--- src/rtl/assert_macros.svh ---
// Assertion macros shared by the sparse triplet table RTL.
// No dependencies; included by the modules that carry checks.
`ifndef ASSERT_MACROS_SVH
`define ASSERT_MACROS_SVH

// The condition holds at every clock edge outside reset.
`define STAT_ASSERT_HOLDS(label, ck, rs, cond, msg) \
  label: assert property (@(posedge ck) disable iff (rs) (cond)) else $error(msg);

// The consequent holds in the same cycle as the antecedent.
`define STAT_ASSERT_IMPLIES(label, ck, rs, ante, cons, msg) \
  label: assert property (@(posedge ck) disable iff (rs) (ante) |-> (cons)) else $error(msg);

// The consequent holds in the cycle after the antecedent.
`define STAT_ASSERT_NEXT(label, ck, rs, ante, cons, msg) \
  label: assert property (@(posedge ck) disable iff (rs) (ante) |=> (cons)) else $error(msg);

`endif

--- src/rtl/stat_pkg.sv ---
// Shared types and codes for the sparse triplet accumulate table.
// No dependencies; imported by every module of the block.
`timescale 1ns / 1ps

package stat_pkg;

  localparam int unsigned KEY_FIELD_W   = 16;
  localparam int unsigned VALUE_W       = 32;
  localparam int unsigned COUNT_FIELD_W = 6;

  localparam logic [1:0] CMD_LOAD  = 2'd0;
  localparam logic [1:0] CMD_ADD   = 2'd1;
  localparam logic [1:0] CMD_EMIT  = 2'd2;
  localparam logic [1:0] CMD_CLEAR = 2'd3;

  typedef enum logic [1:0] {
    OP_LOAD,
    OP_ADD,
    OP_EMIT,
    OP_CLEAR
  } op_e;

  typedef struct packed {
    logic [1:0]                cmd;
    logic [KEY_FIELD_W-1:0]    entry_row;
    logic [KEY_FIELD_W-1:0]    entry_col;
    logic signed [VALUE_W-1:0] entry_value;
  } item_t;

  typedef struct packed {
    logic [KEY_FIELD_W-1:0]    out_row;
    logic [KEY_FIELD_W-1:0]    out_col;
    logic signed [VALUE_W-1:0] out_value;
    logic                      entry_valid;
    logic                      last_entry;
    logic [COUNT_FIELD_W-1:0]  stored_count;
    logic                      overflowed;
  } result_t;

  // Decoded operation passed from the front end to the executor.
  typedef struct packed {
    op_e                       op;
    logic [KEY_FIELD_W-1:0]    row;
    logic [KEY_FIELD_W-1:0]    col;
    logic signed [VALUE_W-1:0] value;
  } op_t;

endpackage

--- src/rtl/stat_queue.sv ---
// Two-entry queue of decoded operations between the front end and the executor.
// Depends on stat_pkg and assert_macros.svh.
`timescale 1ns / 1ps
`include "assert_macros.svh"

module stat_queue (
  input  logic          clk,
  input  logic          rst,
  input  logic          push_valid,
  output logic          push_stall,
  input  stat_pkg::op_t push_op,
  output logic          pop_valid,
  input  logic          pop_stall,
  output stat_pkg::op_t pop_op
);
  import stat_pkg::*;

  localparam int unsigned DEPTH = 2;
  localparam int unsigned PTR_W = 1;

  op_t              slots [DEPTH];
  logic [PTR_W-1:0] wr_ptr;
  logic [PTR_W-1:0] rd_ptr;
  logic [PTR_W:0]   count;
  logic             push;
  logic             pop;

  assign push_stall = (count == (PTR_W + 1)'(DEPTH));
  assign pop_valid  = (count != '0);
  assign pop_op     = slots[rd_ptr];
  assign push       = push_valid && !push_stall;
  assign pop        = pop_valid && !pop_stall;

  always_ff @(posedge clk) begin
    if (rst) begin
      wr_ptr <= '0;
      rd_ptr <= '0;
      count  <= '0;
    end else begin
      if (push) begin
        wr_ptr <= wr_ptr + PTR_W'(1);
      end
      if (pop) begin
        rd_ptr <= rd_ptr + PTR_W'(1);
      end
      if (push && !pop) begin
        count <= count + (PTR_W + 1)'(1);
      end else if (pop && !push) begin
        count <= count - (PTR_W + 1)'(1);
      end
    end
  end

  always_ff @(posedge clk) begin
    if (push) begin
      slots[wr_ptr] <= push_op;
    end
  end

  `STAT_ASSERT_HOLDS(a_queue_bound, clk, rst, count <= (PTR_W + 1)'(DEPTH), "queue count beyond depth")
  `STAT_ASSERT_NEXT(a_queue_grow, clk, rst, push && !pop, count == $past(count) + (PTR_W + 1)'(1), "queue count did not follow a push")

endmodule

--- config.mk ---
export PLATFORM = sky130hd
export DESIGN_NAME = stat_queue
export DESIGN_NICKNAME = d
export VERILOG_FILES = /design/src/rtl/stat_pkg.sv /design/src/rtl/stat_queue.sv
export VERILOG_INCLUDE_DIRS = /design/src /design/src/rtl
export SDC_FILE = /design/constraint.sdc
export NUM_CORES = 1
export LEC_CHECK = 0
export BUFFER_PORTS_ARGS = -buffer_cell sky130_fd_sc_hd__buf_2
export CAP_MARGIN = 20
export CORE_MARGIN = 3
export CORE_UTILIZATION = 47
export CTS_CLUSTER_SIZE = 30
export DETAILED_ROUTE_END_ITERATION = 7
export PLACE_DENSITY_LB_ADDON = 0.2
export SLEW_MARGIN = 0
export SYNTH_ARGS = -nofsm -noshare
export SYNTH_HDL_FRONTEND = slang
export SYNTH_SLANG_ARGS = --single-unit
--- constraint.sdc ---
create_clock -name clk -period 2.5 [get_ports clk]
set_input_delay 0.5 -clock clk [delete_from_list [all_inputs] [get_ports clk]]
set_output_delay 0.5 -clock clk [all_outputs]
set_load 0.02 [all_outputs]
# Word-level counts from Yosys, hierarchy flattened
# Memory sizes are Yosys's and may differ from the RTL's. A register that Yosys moved wholly into a read port is not among the register bits.
# Cells that the tools add are included.
# Widths: inputs -> output; s select.
# word_totals
ramBits,132
out_inout_bits,68
mem_bits_ro,0
inputBits,70
word_cells,25
n_memories,1
latch_bits,0
regBits,4
# classes
n_eq_ne,1
n_mux,6
n_shift,0
multipliers,0
div,0
order_cmp,0
n_bitwise,0
reduce_logical,10
addsub,4
# memory_table
name,words,word_bits,read_ports,rd_ports_with_merged_regs,write_ports,line_no,rtl
slots,2,66,1,1,1,stat_queue.sv:21,op_t slots [DEPTH];
# op_table
cell,count
$logic_and 1x1->1,4
$logic_not 1->1,4
$mux 1,4
$mux 2,2
$reduce_bool 2->1,2
$add 1x1->1 const B,2
$add 2x1->2 const B,1
$eq 2x2->1 const B,1
$sub 2x1->2 const B,1

# Logic depth before layout (Yosys ltp)
# depth
depth_word,7
mapped_depth,6
mapped_depth_nobuf,6

# Least setup slack after synthesis
# OpenSTA, ideal clock, no wires.
# synth_path
kind,input -> register
start,input port push_valid
end,memory slots[1][0] in the netlist's numbering (enable)
cell_stages,3
required_time_ns,2.069
path_slack_ns,-0.173
n_path_buf,0
arrival_ns,2.241
cell_sequence,inv_1 nor2_1 and2_1
# synth_via
elab_chain_cells,3
# synth_rtl
element,line_no,rtl
start: declaration,stat_queue.sv:9,"input logic push_valid,"
$logic_and 1x1->1,stat_queue.sv:31,assign push = push_valid && !push_stall;
via push,stat_queue.sv:25,logic push;
$mux 1,stat_queue.sv:55,if (push) begin
$mux 1 (not written as such),stat_queue.sv:56,slots[wr_ptr] <= push_op;
end: declaration,stat_queue.sv:21,
# The timed path passes the listed nets, and every way through them passes these cells.

==> flow_summary.toml <==
[sta]
fin_crit_ns = 2.320
slew_headroom_pct = 68.24
finalSetupTns_ns = 0
worst_pin_slew_ns = 0.4764
skew_ns = 0.006799
rsz0062_at_grt = "no"
hold_violations = 0
slew_viol_final = 0
fin_crit_sh_pct = 92.81
fmax_ghz = 0.4310
finalSetupViolations = 0

[drt]
vias = 2552
routed_via_density = 4.815
detail_route.iter0.violations = 100
drc = 0
wl_mm = 8.545
ant_nets = 0
detail_route.wl_per_cell_um = 16.12
dr.pass1.iters = 4

[floorplan]
core-area_mm2 = 0.01004
die_area_mm2 = 0.01189
fp-row-count = 36
start_util_pct = 49.70
die_w_um = 109.1
die_h_um = 109.1
ios = 138

[synth]
synth-xor-area-share_pct = 0.5263
synth.avg_cell_area_um2 = 21.71
async_reset_ff_share_pct = 0
synth.area.top_cells = "edfxtp_1 79%, mux2_2 15%, dfxtp_1 2.0%"
yosysSeqAreaShare_pct = 81.40
synth_adder_area_share_pct = 0.2506
synth_most_common_cell = "edfxtp_1"
synth_top_area_share_pct = 79.40
ys_types = 17
synth_edf_count = 132
synth_largest_area_cell = "edfxtp_1"
netlist_area_mm2 = 0.004992
synth-compound-area-share_pct = 0.5514
yosys.area_share.simple_pct = 0.9774
synth.net_count = 301
synth_warnings = 0
synth_top_family_by_area = "multiplexers"
synth_commonest_cells = "132 x edfxtp_1, 66 x mux2_2, 5 x dfxtp_1, 4 x buf_6, 4 x nor2_1"
synth_flop_cell = "edfxtp_1"
synth_seq_cells = 137
synthMuxAreaShare_pct = 14.89
syn_inst = 230

[clock_tree]
cts_resized = 0
ctsHoldBuffers = 0
ctsRootBufferMaster = "clkbuf_8"
numCtsBuffers = 17
cts_tree = "yes"
clk_pin_slew_worst_paths_ns = 0.05
h-tree-depth = 4
cts.sinks = 137
cts_setup_buffers = 0
clockBufferDepth = 2
clk_latency_ns = 0.50

[global_routing]
grt_overflow = 0
grt_usage_pct = 14.94
grt_start_max_net_pins = 67
antenna_found_initial = 0
grt_pass1_wl_mm = 12.85
grt_pass1_vias = 2655

[worst_setup_path]
path_cells = "buf_4 -> mux2_2 -> buf_2"
path_delay_family = "buffers and inverters"
crit_required_ns = 2.00
crit_buf_inv = 2
cp_max_fo = 36
slowest_stage = "buf_4"
cp.arrival_ns = 1.82
cp-start-kind = "flop"
crit_type = "flop to output port"
end_kind = "output port"
slowest_delay_ns = 0.40

[status]
status = "finished, final reports clean"

[worst_hold_path]
hp-class = "primary input to flop"

[cells_and_area]
n_antenna_cell = 0
layout.nets = 455
drive_gt1_share_pct = 59.95
syn2layout_area_growth_pct = 27.67

[power_and_ir_drop]
p_sw_share_pct = 28.71
power_per_cell_area_mw_per_mm2 = 1083
p_total_w = 0.006905
seqPwrFrac_pct = 43.0
p_switching_w = 0.001982
internal-power_w = 0.004923
pwr-share-clk_pct = 30.2
peakVddDrop_mv = 0.6209
p_comb_share_pct = 26.8
p_leak_nw = 2.407

[place]
post-dp-hpwl_mm = 5.450
place_congestion = 0.7075
portBuffers = 137

[run]
maxCapViolCount = 0
## through the flow
step / utilization [%] / worst slack (ns) / instances / cell area [µm²] / hold WS (ns)
after floorplan: - / 0.3007 / 230 / 4997 / 0.4516
after global placement: 58.41 / 0.5885 / 498 / 5867 / 0.4722
after detailed placement: 58.41 / 0.5570 / 498 / 5867 / 0.4916
after CTS: 63.45 / 0.1348 / 530 / 6374 / 0.1567
after global routing: 63.45 / 0.08106 / 530 / 6374 / 0.1451
final: 63.45 / 0.1798 / 530 / 6374 / 0.1881
## worst reg2reg max path, cell delays in order (launching register included)
cell	delay [ns]
dfxtp_1	0.35
nor2b_2	0.18
or3_1	0.37
clkinvlp_4	0.30
buf_12	0.26
## placed cells by master, fill, tap and decap left out, drive strengths merged
cell type / count
buf: 142
edfxtp: 132
mux2: 66
clkbuf: 27
clkinv: 5
dfxtp: 5
nor2: 4
xor2: 3
or3: 2
o21ai: 2
a21oi: 2
inv: 1
nor2b: 1
or2: 1
o21bai: 1
and2: 1
clkinvlp: 1
ha: 1
## flip-flops by register name, summed over array words and instances (netlist names), named ones only
| signal | count |
|---|---|
| slots | 132 |
| count | 2 |
| rd_ptr | 1 |
| wr_ptr | 1 |
## area by class of cell
cell class	count	area, µm²
tap	133	166.4
fill	737	3671
clock inverter	5	25.02
timing repair buffer	142	760.7
inverter	2	11.26
clock buffer	27	481.7
sequential	137	4068
multi-input combinational	84	860.8
## routing by layer
metal / GRT usage [%] / vias up / wire length, µm
met1: 17.39 / 1230 / 3522
met3: 7.578 / 8 / 733
met5: 0 / - / 0
li1: - / 1222 / -
met4: 5.591 / 0 / 90
met2: 23.73 / 92 / 4198
## worst paths after layout
kind | from | endpoint | slack [ns] | cells after the start
hold / removal | push_op[53] | slots[0][53] | 0.19 | 1
hold reg to reg | wr_ptr | wr_ptr | 0.50 | 2
setup reg to reg | count[1] | slots[0][42] | 0.72 | 4
setup / recovery | flop | pop_op[16] | 0.18 | 3
## power by group through the flow
stage,Sequential (W),Clock [W],Combinational (W)
CTS,0.00297,0.00214,0.00189
finish,0.00297,0.00209,0.00185
global placement,0.00300,0,0.00187
global route,0.00299,0.00227,0.00199
floorplan,0.00300,0,0.00131
detailed placement,0.00301,0,0.00188
## kinds of logic (layout without fill, tap and decap cells)
logic type	Yosys count	after routing
and+or+nand+nor	9	9
AOI/OAI and AO/OA	5	5
xor gates and xnor gates	3	3
muxes	66	66
adders and majority gates	1	1
DFF	137	137
buffers and inverters	9	176
Power figures use the tool's default switching activity.
