==> src/rtl/assert_macros.svh <==
// Assertion macros shared by the sparse triplet table RTL.
// No dependencies; included by the modules that carry checks.
`ifndef ASSERT_MACROS_SVH
`define ASSERT_MACROS_SVH

// The condition holds at every clock edge outside reset.
`define STAT_ASSERT_HOLDS(label, ck, rs, cond, msg) \
  label: assert property (@(posedge ck) disable iff (rs) (cond)) else $error(msg);

// The consequent holds in the same cycle as the antecedent.
`define STAT_ASSERT_IMPLIES(label, ck, rs, ante, cons, msg) \
  label: assert property (@(posedge ck) disable iff (rs) (ante) |-> (cons)) else $error(msg);

// The consequent holds in the cycle after the antecedent.
`define STAT_ASSERT_NEXT(label, ck, rs, ante, cons, msg) \
  label: assert property (@(posedge ck) disable iff (rs) (ante) |=> (cons)) else $error(msg);

`endif

==> src/rtl/stat_pkg.sv <==
// Shared types and codes for the sparse triplet accumulate table.
// No dependencies; imported by every module of the block.
`timescale 1ns / 1ps

package stat_pkg;

  localparam int unsigned KEY_FIELD_W   = 16;
  localparam int unsigned VALUE_W       = 32;
  localparam int unsigned COUNT_FIELD_W = 6;

  localparam logic [1:0] CMD_LOAD  = 2'd0;
  localparam logic [1:0] CMD_ADD   = 2'd1;
  localparam logic [1:0] CMD_EMIT  = 2'd2;
  localparam logic [1:0] CMD_CLEAR = 2'd3;

  typedef enum logic [1:0] {
    OP_LOAD,
    OP_ADD,
    OP_EMIT,
    OP_CLEAR
  } op_e;

  typedef struct packed {
    logic [1:0]                cmd;
    logic [KEY_FIELD_W-1:0]    entry_row;
    logic [KEY_FIELD_W-1:0]    entry_col;
    logic signed [VALUE_W-1:0] entry_value;
  } item_t;

  typedef struct packed {
    logic [KEY_FIELD_W-1:0]    out_row;
    logic [KEY_FIELD_W-1:0]    out_col;
    logic signed [VALUE_W-1:0] out_value;
    logic                      entry_valid;
    logic                      last_entry;
    logic [COUNT_FIELD_W-1:0]  stored_count;
    logic                      overflowed;
  } result_t;

  // Decoded operation passed from the front end to the executor.
  typedef struct packed {
    op_e                       op;
    logic [KEY_FIELD_W-1:0]    row;
    logic [KEY_FIELD_W-1:0]    col;
    logic signed [VALUE_W-1:0] value;
  } op_t;

endpackage

==> src/rtl/stat_front.sv <==
// Front end: accepts input beats, decodes the command and masks the indices.
// Depends on stat_pkg.
`timescale 1ns / 1ps

module stat_front #(
  parameter int unsigned INDEX_WIDTH = 16
) (
  input  logic            clk,
  input  logic            rst,
  input  logic            item_valid,
  output logic            item_stall,
  input  stat_pkg::item_t item,
  output logic            op_valid,
  input  logic            op_stall,
  output stat_pkg::op_t   op
);
  import stat_pkg::*;

  localparam int unsigned KEY_W = (INDEX_WIDTH < KEY_FIELD_W) ? INDEX_WIDTH : KEY_FIELD_W;

  logic hold_valid;
  op_t  hold;
  op_t  decoded;
  op_e  kind;

  always_comb begin
    unique case (item.cmd)
      CMD_LOAD:  kind = OP_LOAD;
      CMD_ADD:   kind = OP_ADD;
      CMD_EMIT:  kind = OP_EMIT;
      CMD_CLEAR: kind = OP_CLEAR;
    endcase
    decoded.op    = kind;
    // Only the low index bits take part in storage and matching.
    decoded.row   = KEY_FIELD_W'(item.entry_row[KEY_W-1:0]);
    decoded.col   = KEY_FIELD_W'(item.entry_col[KEY_W-1:0]);
    decoded.value = item.entry_value;
  end

  // The holding register is free when empty or when it drains this cycle.
  assign item_stall = hold_valid && op_stall;
  assign op_valid   = hold_valid;
  assign op         = hold;

  always_ff @(posedge clk) begin
    if (rst) begin
      hold_valid <= 1'b0;
    end else if (!item_stall) begin
      hold_valid <= item_valid;
    end
  end

  always_ff @(posedge clk) begin
    if (item_valid && !item_stall) begin
      hold <= decoded;
    end
  end

endmodule

==> config.mk <==
export PLATFORM = sky130hd
export DESIGN_NAME = stat_front
export DESIGN_NICKNAME = d
export VERILOG_FILES = /design/src/rtl/assert_macros.svh /design/src/rtl/stat_pkg.sv /design/src/rtl/stat_front.sv
export SDC_FILE = /design/constraint.sdc
export NUM_CORES = 1
export LEC_CHECK = 0
export BUFFER_PORTS_ARGS = -buffer_cell sky130_fd_sc_hd__buf_2
export CAP_MARGIN = 20
export CORE_ASPECT_RATIO = 0.7
export CORE_UTILIZATION = 44
export CTS_CLUSTER_SIZE = 8
export DETAILED_ROUTE_END_ITERATION = 7
export PLACE_DENSITY = 0.92
export SETUP_SLACK_MARGIN = 0.15
export SLEW_MARGIN = 25
export SYNTH_ARGS = -nofsm -noshare
export SYNTH_HDL_FRONTEND = slang
export SYNTH_SLANG_ARGS = --single-unit
==> constraint.sdc <==
create_clock -name clk -period 5 [get_ports clk]
set_input_delay 1 -clock clk [delete_from_list [all_inputs] [get_ports clk]]
set_output_delay 1 -clock clk [all_outputs]
set_load 0.03 [all_outputs]
# Yosys cells after proc, flatten, opt, wreduce, memory -nomap -nowiden
# Cells that the tools add are included.
dict set report op_classes {
  n_eq_ne 3
  n_reduce_logical 4
  mux 1
}
# op n
set ops {}
lappend ops {{2-bit one-hot mux with 4 select lines} 1}
lappend ops {{2-bit == test, second input constant} 2}
lappend ops {{2-bit by 1-bit == test with 1-bit output, second input constant} 1}
lappend ops {{1-bit logical AND} 2}
lappend ops {{2-bit zero test} 1}
lappend ops {{1-bit zero test} 1}
dict set report totals {
  output_inout_bits 68
  register_bits 67
  elab_cells 13
}

# Logic depth before layout (Yosys ltp)
# Gate-level depths: netlist of run 1.
dict set report logic_depth {
  ltp_word 3
  mapped_depth 2
}

# Worst setup path before layout of run 1
# No wires, ideal clock.
dict set report synth_timing {
  path_type {input -> register}
  startpoint {in op_stall}
  endpoint {reg hold (netlist bit op[0]), enable pin}
  t_required_ns 4.562
  t_arrival_ns 2.915
  path_slack_ns 1.647
  path_stages 2
  cell_sequence {and2_4 > nor2b_2}
}
dict set report synth_via {
  elab_chain_len 3
}
# item line_no
set synth_rtl {}
lappend synth_rtl {{start: declaration} stat_front.sv:14} ;# input logic op_stall,
lappend synth_rtl {{1-bit logical AND} stat_front.sv:41} ;# assign item_stall = hold_valid && op_stall;
lappend synth_rtl {{1-bit zero test} stat_front.sv:54} ;# if (item_valid && !item_stall) begin
lappend synth_rtl {{1-bit logical AND} stat_front.sv:54}
lappend synth_rtl {{end signal: assignment} stat_front.sv:55} ;# hold <= decoded;
lappend synth_rtl {{end: declaration} stat_front.sv:22} ;# op_t hold;
# No other way between the ends.
# A chain may end at the register's enable or synchronous reset.

# Worst setup path after layout of run 1
dict set report layout_timing {
  startpoint {in op_stall}
  endpoint {out item_stall}
}
dict set report layout_via {
  elab_chain_len 1
}
# item line_no
set layout_rtl {}
lappend layout_rtl {{1-bit logical AND} stat_front.sv:41}
lappend layout_rtl {{end: declaration} stat_front.sv:11} ;# output logic item_stall,
# No other way between the ends.

==> impl_metrics.env, run 1 <==
export IMPL_outcome="finished, final reports clean"
export IMPL_internal_power_w=0.000981
export IMPL_final_cell_area_um2=3020
export IMPL_hold_path_startpoint="op_valid$_SDFFE_PP0N_"
export IMPL_end_kind="output pin"
export IMPL_crit_start="op_stall"
export IMPL_grt_max_degree=67
export IMPL_cts_made_buffers=9
export IMPL_synth_seq_cells=67
export IMPL_dr_pass1_iters=4
export IMPL_path_max_fanout=2
export IMPL_crit_path_start_kind="input pin"
export IMPL_setup_tns_final_ns=0
export IMPL_fin_total_pwr_w=0.00129
export IMPL_fin_skew_ns=0.00702
export IMPL_p_clk_share_pct=37.9
export IMPL_grt_first_pass_wirelength_um=6070
export IMPL_via_per_inst=4.46
export IMPL_cts_setup_buffers=0
export IMPL_r2r_end="op[21]$_DFFE_PP_"
export IMPL_max_vdd_ir_drop_mv=0.340
export IMPL_cts_root_buffer="clkbuf_8"
export IMPL_syn_area_per_cell_um2=27.9
export IMPL_crit_top_cell="buf_2"
export IMPL_period_share_pct=49.0
export IMPL_crit_family="buffers and inverters"
export IMPL_core_um2=4380
export IMPL_fillers=289
export IMPL_pwr_share_comb_pct=10.7
export IMPL_hold_class="register to register"
export IMPL_cts_hold_buf=0
export IMPL_cts_tree="built"
export IMPL_synth_fp_nets=143
export IMPL_netSwitchingFraction_pct=24.1
export IMPL_pin_count=138
export IMPL_gr_usage_all_layers_pct=18.1
export IMPL_critPathMaxStageDelay_ns=0.20
export IMPL_ys_seq_area_share_pct=98.3
export IMPL_slew_viol_final=0
export IMPL_yosys_warnings=0
export IMPL_slew_limit_headroom_pct=47.6
export IMPL_n_antenna_cell=0
export IMPL_grt_pass1_vias=1280
export IMPL_critPathArrivalTime_ns=1.45
export IMPL_grt_ovfl_total=0
export IMPL_nets=290
export IMPL_ys_types=7
export IMPL_r2r_start="op_valid$_SDFFE_PP0N_"
export IMPL_antenna_found_initial=0
export IMPL_syn_area_um2=2040
export IMPL_fp_dieW_um=83.3
export IMPL_fmax_mhz=408
export IMPL_path_cells="buf_2 > and2_4 > buf_2"
export IMPL_vias=1249
export IMPL_critPathBufInv=2
export IMPL_gp_congestion=0.687
export IMPL_wl_per_cell_um=15.4
export IMPL_drv_cap=0
export IMPL_setup_viol_count_final=0
export IMPL_clock_sinks=67
export IMPL_drt_antenna_violating_nets=0
export IMPL_pwr_density_cell_nw_per_um2=428
export IMPL_drt_iter0_drc=43
export IMPL_start_util_pct=46.5
export IMPL_path_class="input pin to output pin"
export IMPL_ctsResizeCount=0
export IMPL_syn_to_final_growth_pct=48.4
export IMPL_totalWireLength_um=4310
export IMPL_holdPathStages=2
export IMPL_die_h_um=58.9
export IMPL_fp_dieArea_um2=4910
export IMPL_hold_end="op_valid$_SDFFE_PP0N_"
export IMPL_p_seq_share_pct=51.4
export IMPL_clockBufferDepth=2
export IMPL_worstMarginPinSlew_ns=0.786
export IMPL_syn_inst=73
export IMPL_reg2reg_depth=3
export IMPL_row_count=20
export IMPL_clk_pin_slew_worst_paths_ns=0.07
export IMPL_rsz0062_at_grt="false"
export IMPL_p_switching_w=0.000311
export IMPL_leakagePower_nw=1.31
export IMPL_insertion_delay_ns=0.34
export IMPL_htree_levels=3
export IMPL_min_period_ns=2.45
export IMPL_port_buffers=137
export IMPL_hold_violations=0
export IMPL_placed_area_um2=2800
export IMPL_layout_drive_gt1_share_pct=69.3
export IMPL_whs_ns=0.535
export IMPL_drc=0
export IMPL_critPathSlowestCell="buf_2"
export IMPL_rrSetupSlack_ns=3.39
export IMPL_required_ns=4.00
## final cells by class
class	count	area [µm²]	share of cell area, %
Clock inverter	7	101	3.36
Sequential cell	67	2000	66.3
Clock buffer	9	124	4.10
Multi-Input combinational cell	4	31.3	1.04
Tap cell	55	68.8	2.28
Timing Repair Buffer	138	693	22.9
## power groups by stage
stage | clock network, W | logic (W) | registers [W]
2_1_floorplan | 0 | 0.0000123 | 0.000744
6_report | 0.000489 | 0.000138 | 0.000664
3_5_place_dp | 0 | 0.000139 | 0.000676
4_1_cts | 0.000499 | 0.000140 | 0.000665
5_1_grt | 0.000524 | 0.000145 | 0.000667
3_3_place_gp | 0 | 0.000136 | 0.000675
## through the flow
| stage | util (%) | setup slack (ns) | instances |
|---|---|---|---|
| after global routing | 69.0 | 2.55 | 280 |
| after global placement | 63.8 | 2.57 | 264 |
| after detailed placement | 63.8 | 2.56 | 264 |
| after floorplan | - | 1.65 | 73 |
| after CTS | 69.0 | 2.55 | 280 |
| final | 69.0 | 2.55 | 280 |
## cells by family (layout without fill, tap and decap cells)
family,Yosys count,after routing,synth area share [%]
DFF,67,67,98.3
and+or+nand+nor,3,3,1.04
buffers and inverters,2,154,0.369
AOI/OAI and AO/OA,1,1,0.246
## layout by cell type (no fill, tap or decap)
master,n
buf_2,137
edfxtp_1,66
clkbuf_8,9
clkinvlp_4,2
bufinv_16,2
clkinv_4,2
and2_4,1
nor2b_4,1
a21oi_1,1
nor2_1,1
inv_6,1
dfxtp_1,1
buf_4,1
## flip-flops by register name (all words and copies together), names as in the netlist
| signal | flops |
|---|---|
| op | 66 |
| op_valid | 1 |
## how the worst max path moves through the flow
stage	to	depth (start not counted)
detailed placement	item_stall	3
finish	item_stall	3
CTS	item_stall	3
floorplan	op[0]$_DFFE_PP_	2
global route	item_stall	3
global placement	item_stall	3
## layer usage
layer | GRT usage [%] | vias to the layer above | wire length, µm
li1 | - | 583 | -
met1 | 16.3 | 592 | 1390
met2 | 31.4 | 65 | 2390
met3 | 13.6 | 9 | 457
met4 | 7.14 | 0 | 72
met5 | 0 | - | 0
## Yosys cell counts
library cell	instances	area share (%)
dfxtp_1	1	0.98
and2_4	1	0.43
clkbuf_1	2	0.37
nor2_1	1	0.18
a21oi_1	1	0.25
nor2b_2	1	0.43
edfxtp_1	66	97
## worst reg2reg max path, stage by stage (launching register included)
cell     delay [ns]
dfxtp_1        0.32
and2_4         0.15
nor2b_4        0.11
buf_4          0.63
Power figures use the tool's default switching activity.
==> run 2: changes to the inputs <==
CORE_UTILIZATION = 36   (was 44)
PLACE_DENSITY = 0.82   (was 0.92)
clock period = 2 ns   (was 5 ns; I/O delays follow)
==> run 2 against run 1 <==
  * Sequential power rose to 2.5 times the previous value
  * Clock-buffer cell count unchanged
  * Register-to-register slack worse by 2.7 ns
  * Worst setup slack worse by 2.0 ns
  * First-iteration DRC count up 72%
  * Die area up 22%
  * Utilization down 12 points
  * Flip-flop and latch count unchanged
  * Combinational power rose to 2.5 times the previous value
==> impl_metrics.env, run 2 (synthesized netlist as in run 1, its figures left out) <==
export IMPL_rsz0062_at_grt="false"
export IMPL_pwr_density_cell_nw_per_um2=1050
export IMPL_outcome="finished, final reports clean"
export IMPL_drt_antenna_violating_nets=0
export IMPL_port_buffers=137
export IMPL_hold_class="input pin to register"
export IMPL_clock_sinks=67
export IMPL_min_period_ns=1.41
export IMPL_grt_max_degree=67
export IMPL_layout_drive_gt1_share_pct=69.6
export IMPL_fp_dieArea_um2=5960
export IMPL_totalWireLength_um=4240
export IMPL_fin_skew_ns=0.00737
export IMPL_start_util_pct=38.1
export IMPL_max_vdd_ir_drop_mv=0.458
export IMPL_placed_area_um2=2830
export IMPL_die_h_um=64.9
export IMPL_ctsResizeCount=0
export IMPL_critPathArrivalTime_ns=1.01
export IMPL_fp_dieW_um=91.9
export IMPL_grt_ovfl_total=0
export IMPL_drv_cap=0
export IMPL_cts_root_buffer="clkbuf_8"
export IMPL_row_count=22
export IMPL_crit_path_start_kind="register"
export IMPL_pin_count=138
export IMPL_period_share_pct=70.4
export IMPL_fillers=435
export IMPL_final_cell_mix="buf_2 (137), edfxtp_1 (66), clkbuf_8 (9)"
export IMPL_gr_usage_all_layers_pct=14.9
export IMPL_grt_pass1_vias=1134
export IMPL_n_antenna_cell=0
export IMPL_cts_made_buffers=9
export IMPL_largest_register_ffs=66
export IMPL_vias=1258
export IMPL_nets=290
export IMPL_worstMarginPinSlew_ns=0.333
export IMPL_insertion_delay_ns=0.34
export IMPL_via_per_inst=4.25
export IMPL_syn_to_final_growth_pct=49.6
export IMPL_required_ns=1.60
export IMPL_gp_congestion=0.692
export IMPL_final_util_pct=57.0
export IMPL_htree_levels=3
export IMPL_drt_iter0_drc=74
export IMPL_path_class="register to output pin"
export IMPL_slew_viol_final=0
export IMPL_fmax_mhz=710
export IMPL_setup_viol_count_final=0
export IMPL_core_um2=5340
export IMPL_cts_hold_buf=0
export IMPL_cts_tree="built"
export IMPL_path_max_fanout=3
export IMPL_drc=0
export IMPL_clk_pin_slew_worst_paths_ns=0.06
export IMPL_antenna_found_initial=0
export IMPL_wl_per_cell_um=14.3
export IMPL_cts_setup_buffers=0
export IMPL_leakagePower_nw=1.31
export IMPL_end_kind="output pin"
export IMPL_slew_limit_headroom_pct=77.8
export IMPL_final_cell_area_um2=3050
export IMPL_final_common_cell="buf_2"
export IMPL_hold_violations=0
export IMPL_clockBufferDepth=2
export IMPL_dr_pass1_iters=4
export IMPL_grt_first_pass_wirelength_um=6090
## run 2: cell count changes in the layout (fill, tap and decap cells not counted)
cell	delta
clkinvlp_4	+1
dfxtp_2	+1
clkinv_4	-1
inv_6	-1
buf_4	-1
buf_12	+1
dfxtp_1	-1
## run 2: critical path: stages, from the launching register on
cell and delay [ns]:
dfxtp_2 0.34, and2_4 0.15, buf_2 0.19
## run 2: cell type report
| type | count | area, µm² | share of cell area (%) |
|---|---|---|---|
| flip-flops and latches | 67 | 2000 | 65.8 |
| repair buffers | 138 | 706 | 23.2 |
| clock buffers | 9 | 124 | 4.07 |
| clock inverters | 6 | 91.3 | 3.00 |
| well taps | 72 | 90.1 | 2.96 |
| multi-input cells | 4 | 31.3 | 1.03 |
## run 2: path summary, 6_finish.rpt
check                         from                    end  slack, ns  depth (start not counted)
min                            rst  op_valid$_SDFFE_PP0N_       0.21                          2
max          op_valid$_SDFFE_PP0N_             item_stall       0.59                          2
min reg2reg  op_valid$_SDFFE_PP0N_  op_valid$_SDFFE_PP0N_       0.50                          2
max reg2reg  op_valid$_SDFFE_PP0N_       op[24]$_DFFE_PP_       0.74                          3
## run 2: where the power goes
group          internal (W)  switching, W
clock network      0.000696      0.000490
logic              0.000107      0.000242
registers           0.00164     0.0000190
total               0.00244      0.000751
## run 2: through the flow
stage	hold WS [ns]	cells	total power, W	worst slack [ns]	TNS, ns
5_1_grt	0.186	296	0.00332	0.533	0
4_1_cts	0.194	296	0.00323	0.567	0
3_5_place_dp	0.491	281	0.00204	0.527	0
6_report	0.213	296	0.00319	0.592	0
2_1_floorplan	0.465	73	0.00189	-0.00513	-0.338
3_3_place_gp	0.469	281	0.00203	0.551	0
## run 2: per-layer routing
layer	part of all wire (%)	wire length (µm)	vias to the layer above	global-route usage [%]
met3	12	497	7	9.86
met1	37	1590	601	16.5
met5	0	0	-	0
li1	-	-	580	-
met4	1.2	52	0	5.86
met2	50	2100	70	22.9
==> run 3: changes to the inputs <==
CORE_UTILIZATION = 40   (was 36)
PLACE_DENSITY = 0.86   (was 0.82)
clock period = 1.3 ns   (was 2 ns; I/O delays follow)
==> run 3 against run 2 <==
  * Critical endpoint is now op[34]$_DFFE_PP_
  * Design area is 17% higher
  * Hold slack worse by 0.14 ns
  * Power grew 52%
  * Via count is 3.3% higher
==> impl_metrics.env, run 3 (synthesized netlist as in run 1, its figures left out) <==
export IMPL_outcome="finished, final reports clean"
export IMPL_drv_cap=0
export IMPL_core_um2=4830
export IMPL_internal_power_w=0.00374
export IMPL_totalWireLength_um=4490
export IMPL_clockBufferDepth=2
export IMPL_htree_levels=3
export IMPL_final_cell_mix="buf_2 (72), buf_6 (67), edfxtp_1 (66)"
export IMPL_pin_count=138
export IMPL_grt_pass1_vias=1246
export IMPL_dr_pass1_iters=4
export IMPL_pwr_share_comb_pct=15.3
export IMPL_final_common_cell="buf_2"
export IMPL_worstMarginPinSlew_ns=0.155
export IMPL_period_share_pct=93.9
export IMPL_clock_sinks=67
export IMPL_slew_viol_final=0
export IMPL_placed_area_um2=2850
export IMPL_vias=1300
export IMPL_dp_cells=279
export IMPL_syn_to_final_growth_pct=74.9
export IMPL_gr_usage_all_layers_pct=16.2
export IMPL_grt_first_pass_wirelength_um=5820
export IMPL_drt_antenna_violating_nets=0
export IMPL_netSwitchingFraction_pct=22.9
export IMPL_leakagePower_nw=1.51
export IMPL_cts_tree="built"
export IMPL_die_h_um=61.7
export IMPL_fin_skew_ns=0.00328
export IMPL_n_antenna_cell=0
export IMPL_cts_made_buffers=9
export IMPL_insertion_delay_ns=0.32
export IMPL_antenna_found_initial=0
export IMPL_grt_max_degree=20
export IMPL_p_seq_share_pct=53.2
export IMPL_fp_dieArea_um2=5380
export IMPL_regArea_um2=2010
export IMPL_start_util_pct=42.1
export IMPL_path_max_fanout=15
export IMPL_fp_dieW_um=87.3
export IMPL_drt_iter0_drc=24
export IMPL_fillers=308
export IMPL_cts_root_buffer="clkbuf_8"
export IMPL_port_buffers=137
export IMPL_pwr_density_cell_nw_per_um2=1360
export IMPL_min_period_ns=1.22
export IMPL_layout_drive_gt1_share_pct=68.8
export IMPL_setup_viol_count_final=0
export IMPL_hold_violations=0
export IMPL_rsz0062_at_grt="true"
export IMPL_drc=0
export IMPL_path_class="register to register"
export IMPL_p_switching_w=0.00111
export IMPL_crit_path_start_kind="register"
export IMPL_largest_register_ffs=66
export IMPL_via_per_inst=4.33
export IMPL_required_ns=1.34
export IMPL_critPathArrivalTime_ns=1.26
export IMPL_fin_cells=300
export IMPL_clk_pin_slew_worst_paths_ns=0.06
export IMPL_slew_limit_headroom_pct=89.7
export IMPL_row_count=21
export IMPL_rrSetupSlack_ns=0.08
export IMPL_max_vdd_ir_drop_mv=1.10
export IMPL_nets=297
export IMPL_gp_congestion=0.669
export IMPL_fmax_mhz=819
export IMPL_final_util_pct=73.6
export IMPL_p_clk_share_pct=31.4
export IMPL_final_cell_area_um2=3560
export IMPL_end_kind="register"
export IMPL_hold_class="input pin to register"
export IMPL_multi_input_area_um2=31.3
export IMPL_wl_per_cell_um=15.0
export IMPL_grt_ovfl_total=0
## run 3: cell count changes in the layout (fill, tap and decap cells not counted)
cell	change
buf_12	+1
buf_16	+3
buf_2	-65
buf_6	+67
bufinv_16	-1
clkbuf_1	+2
clkbuf_16	+1
clkinv_1	+2
clkinv_2	+1
clkinv_4	-1
clkinvlp_4	-3
dfxtp_2	-1
dfxtp_4	+1
## run 3: final timing paths
kind | startpoint | endpoint | depth (start not counted)
setup / recovery | op_valid$_SDFFE_PP0N_ | op[34]$_DFFE_PP_ | 4
hold / removal | rst | op_valid$_SDFFE_PP0N_ | 2
setup reg to reg | op_valid$_SDFFE_PP0N_ | op[34]$_DFFE_PP_ | 4
hold reg to reg | op_valid$_SDFFE_PP0N_ | op_valid$_SDFFE_PP0N_ | 2
## run 3: what timing repair did
item                                    in CTS  in global routing
setup buffers                                2                  0
gates cloned                                 3                  1
gates resized for setup                     68                100
endpoints found under the setup margin      98                130
hold buffers                                 0                  0
## run 3: cell type report
class,count,area share [%]
clock buffer,11,3.69
sequential,67,56.3
timing repair buffer,145,35.5
clock inverter,4,1.20
tap,69,2.43
multi-input combinational,4,0.879
## run 3: power by group through the flow
stage | Clock [W] | Combinational, W | Sequential (W)
after global routing | 0.00166 | 0.000783 | 0.00259
after global placement | 0 | 0.000538 | 0.00259
final | 0.00153 | 0.000744 | 0.00258
after floorplan | 0 | 0.0000492 | 0.00286
after CTS | 0.00158 | 0.000666 | 0.00257
after detailed placement | 0 | 0.000549 | 0.00260
## run 3: per-layer routing
metal / wire (µm) / track usage (%) / up-vias
met4: 31 / 5.62 / 0
li1: - / - / 600
met1: 1590 / 17.2 / 598
met3: 718 / 12.9 / 6
met2: 2150 / 24.6 / 96
met5: 0 / 0 / -
## run 3: stage by stage
stage | setup slack (ns) | TNS, ns | hold slack (ns) | power (W)
floorplan | -0.670 | -44.22 | 0.323 | 0.00291
global placement | 0.0543 | 0 | 0.409 | 0.00313
detailed placement | 0.0490 | 0 | 0.411 | 0.00315
CTS | 0.0609 | 0 | 0.0499 | 0.00481
global route | 0.0393 | 0 | 0.0641 | 0.00504
finish | 0.0794 | 0 | 0.0756 | 0.00485
## run 3: critical path, stage by stage (launching register included)
cell     delay, ns
dfxtp_4       0.34
and2_4        0.15
nor2b_4       0.13
buf_6         0.16
buf_12        0.15
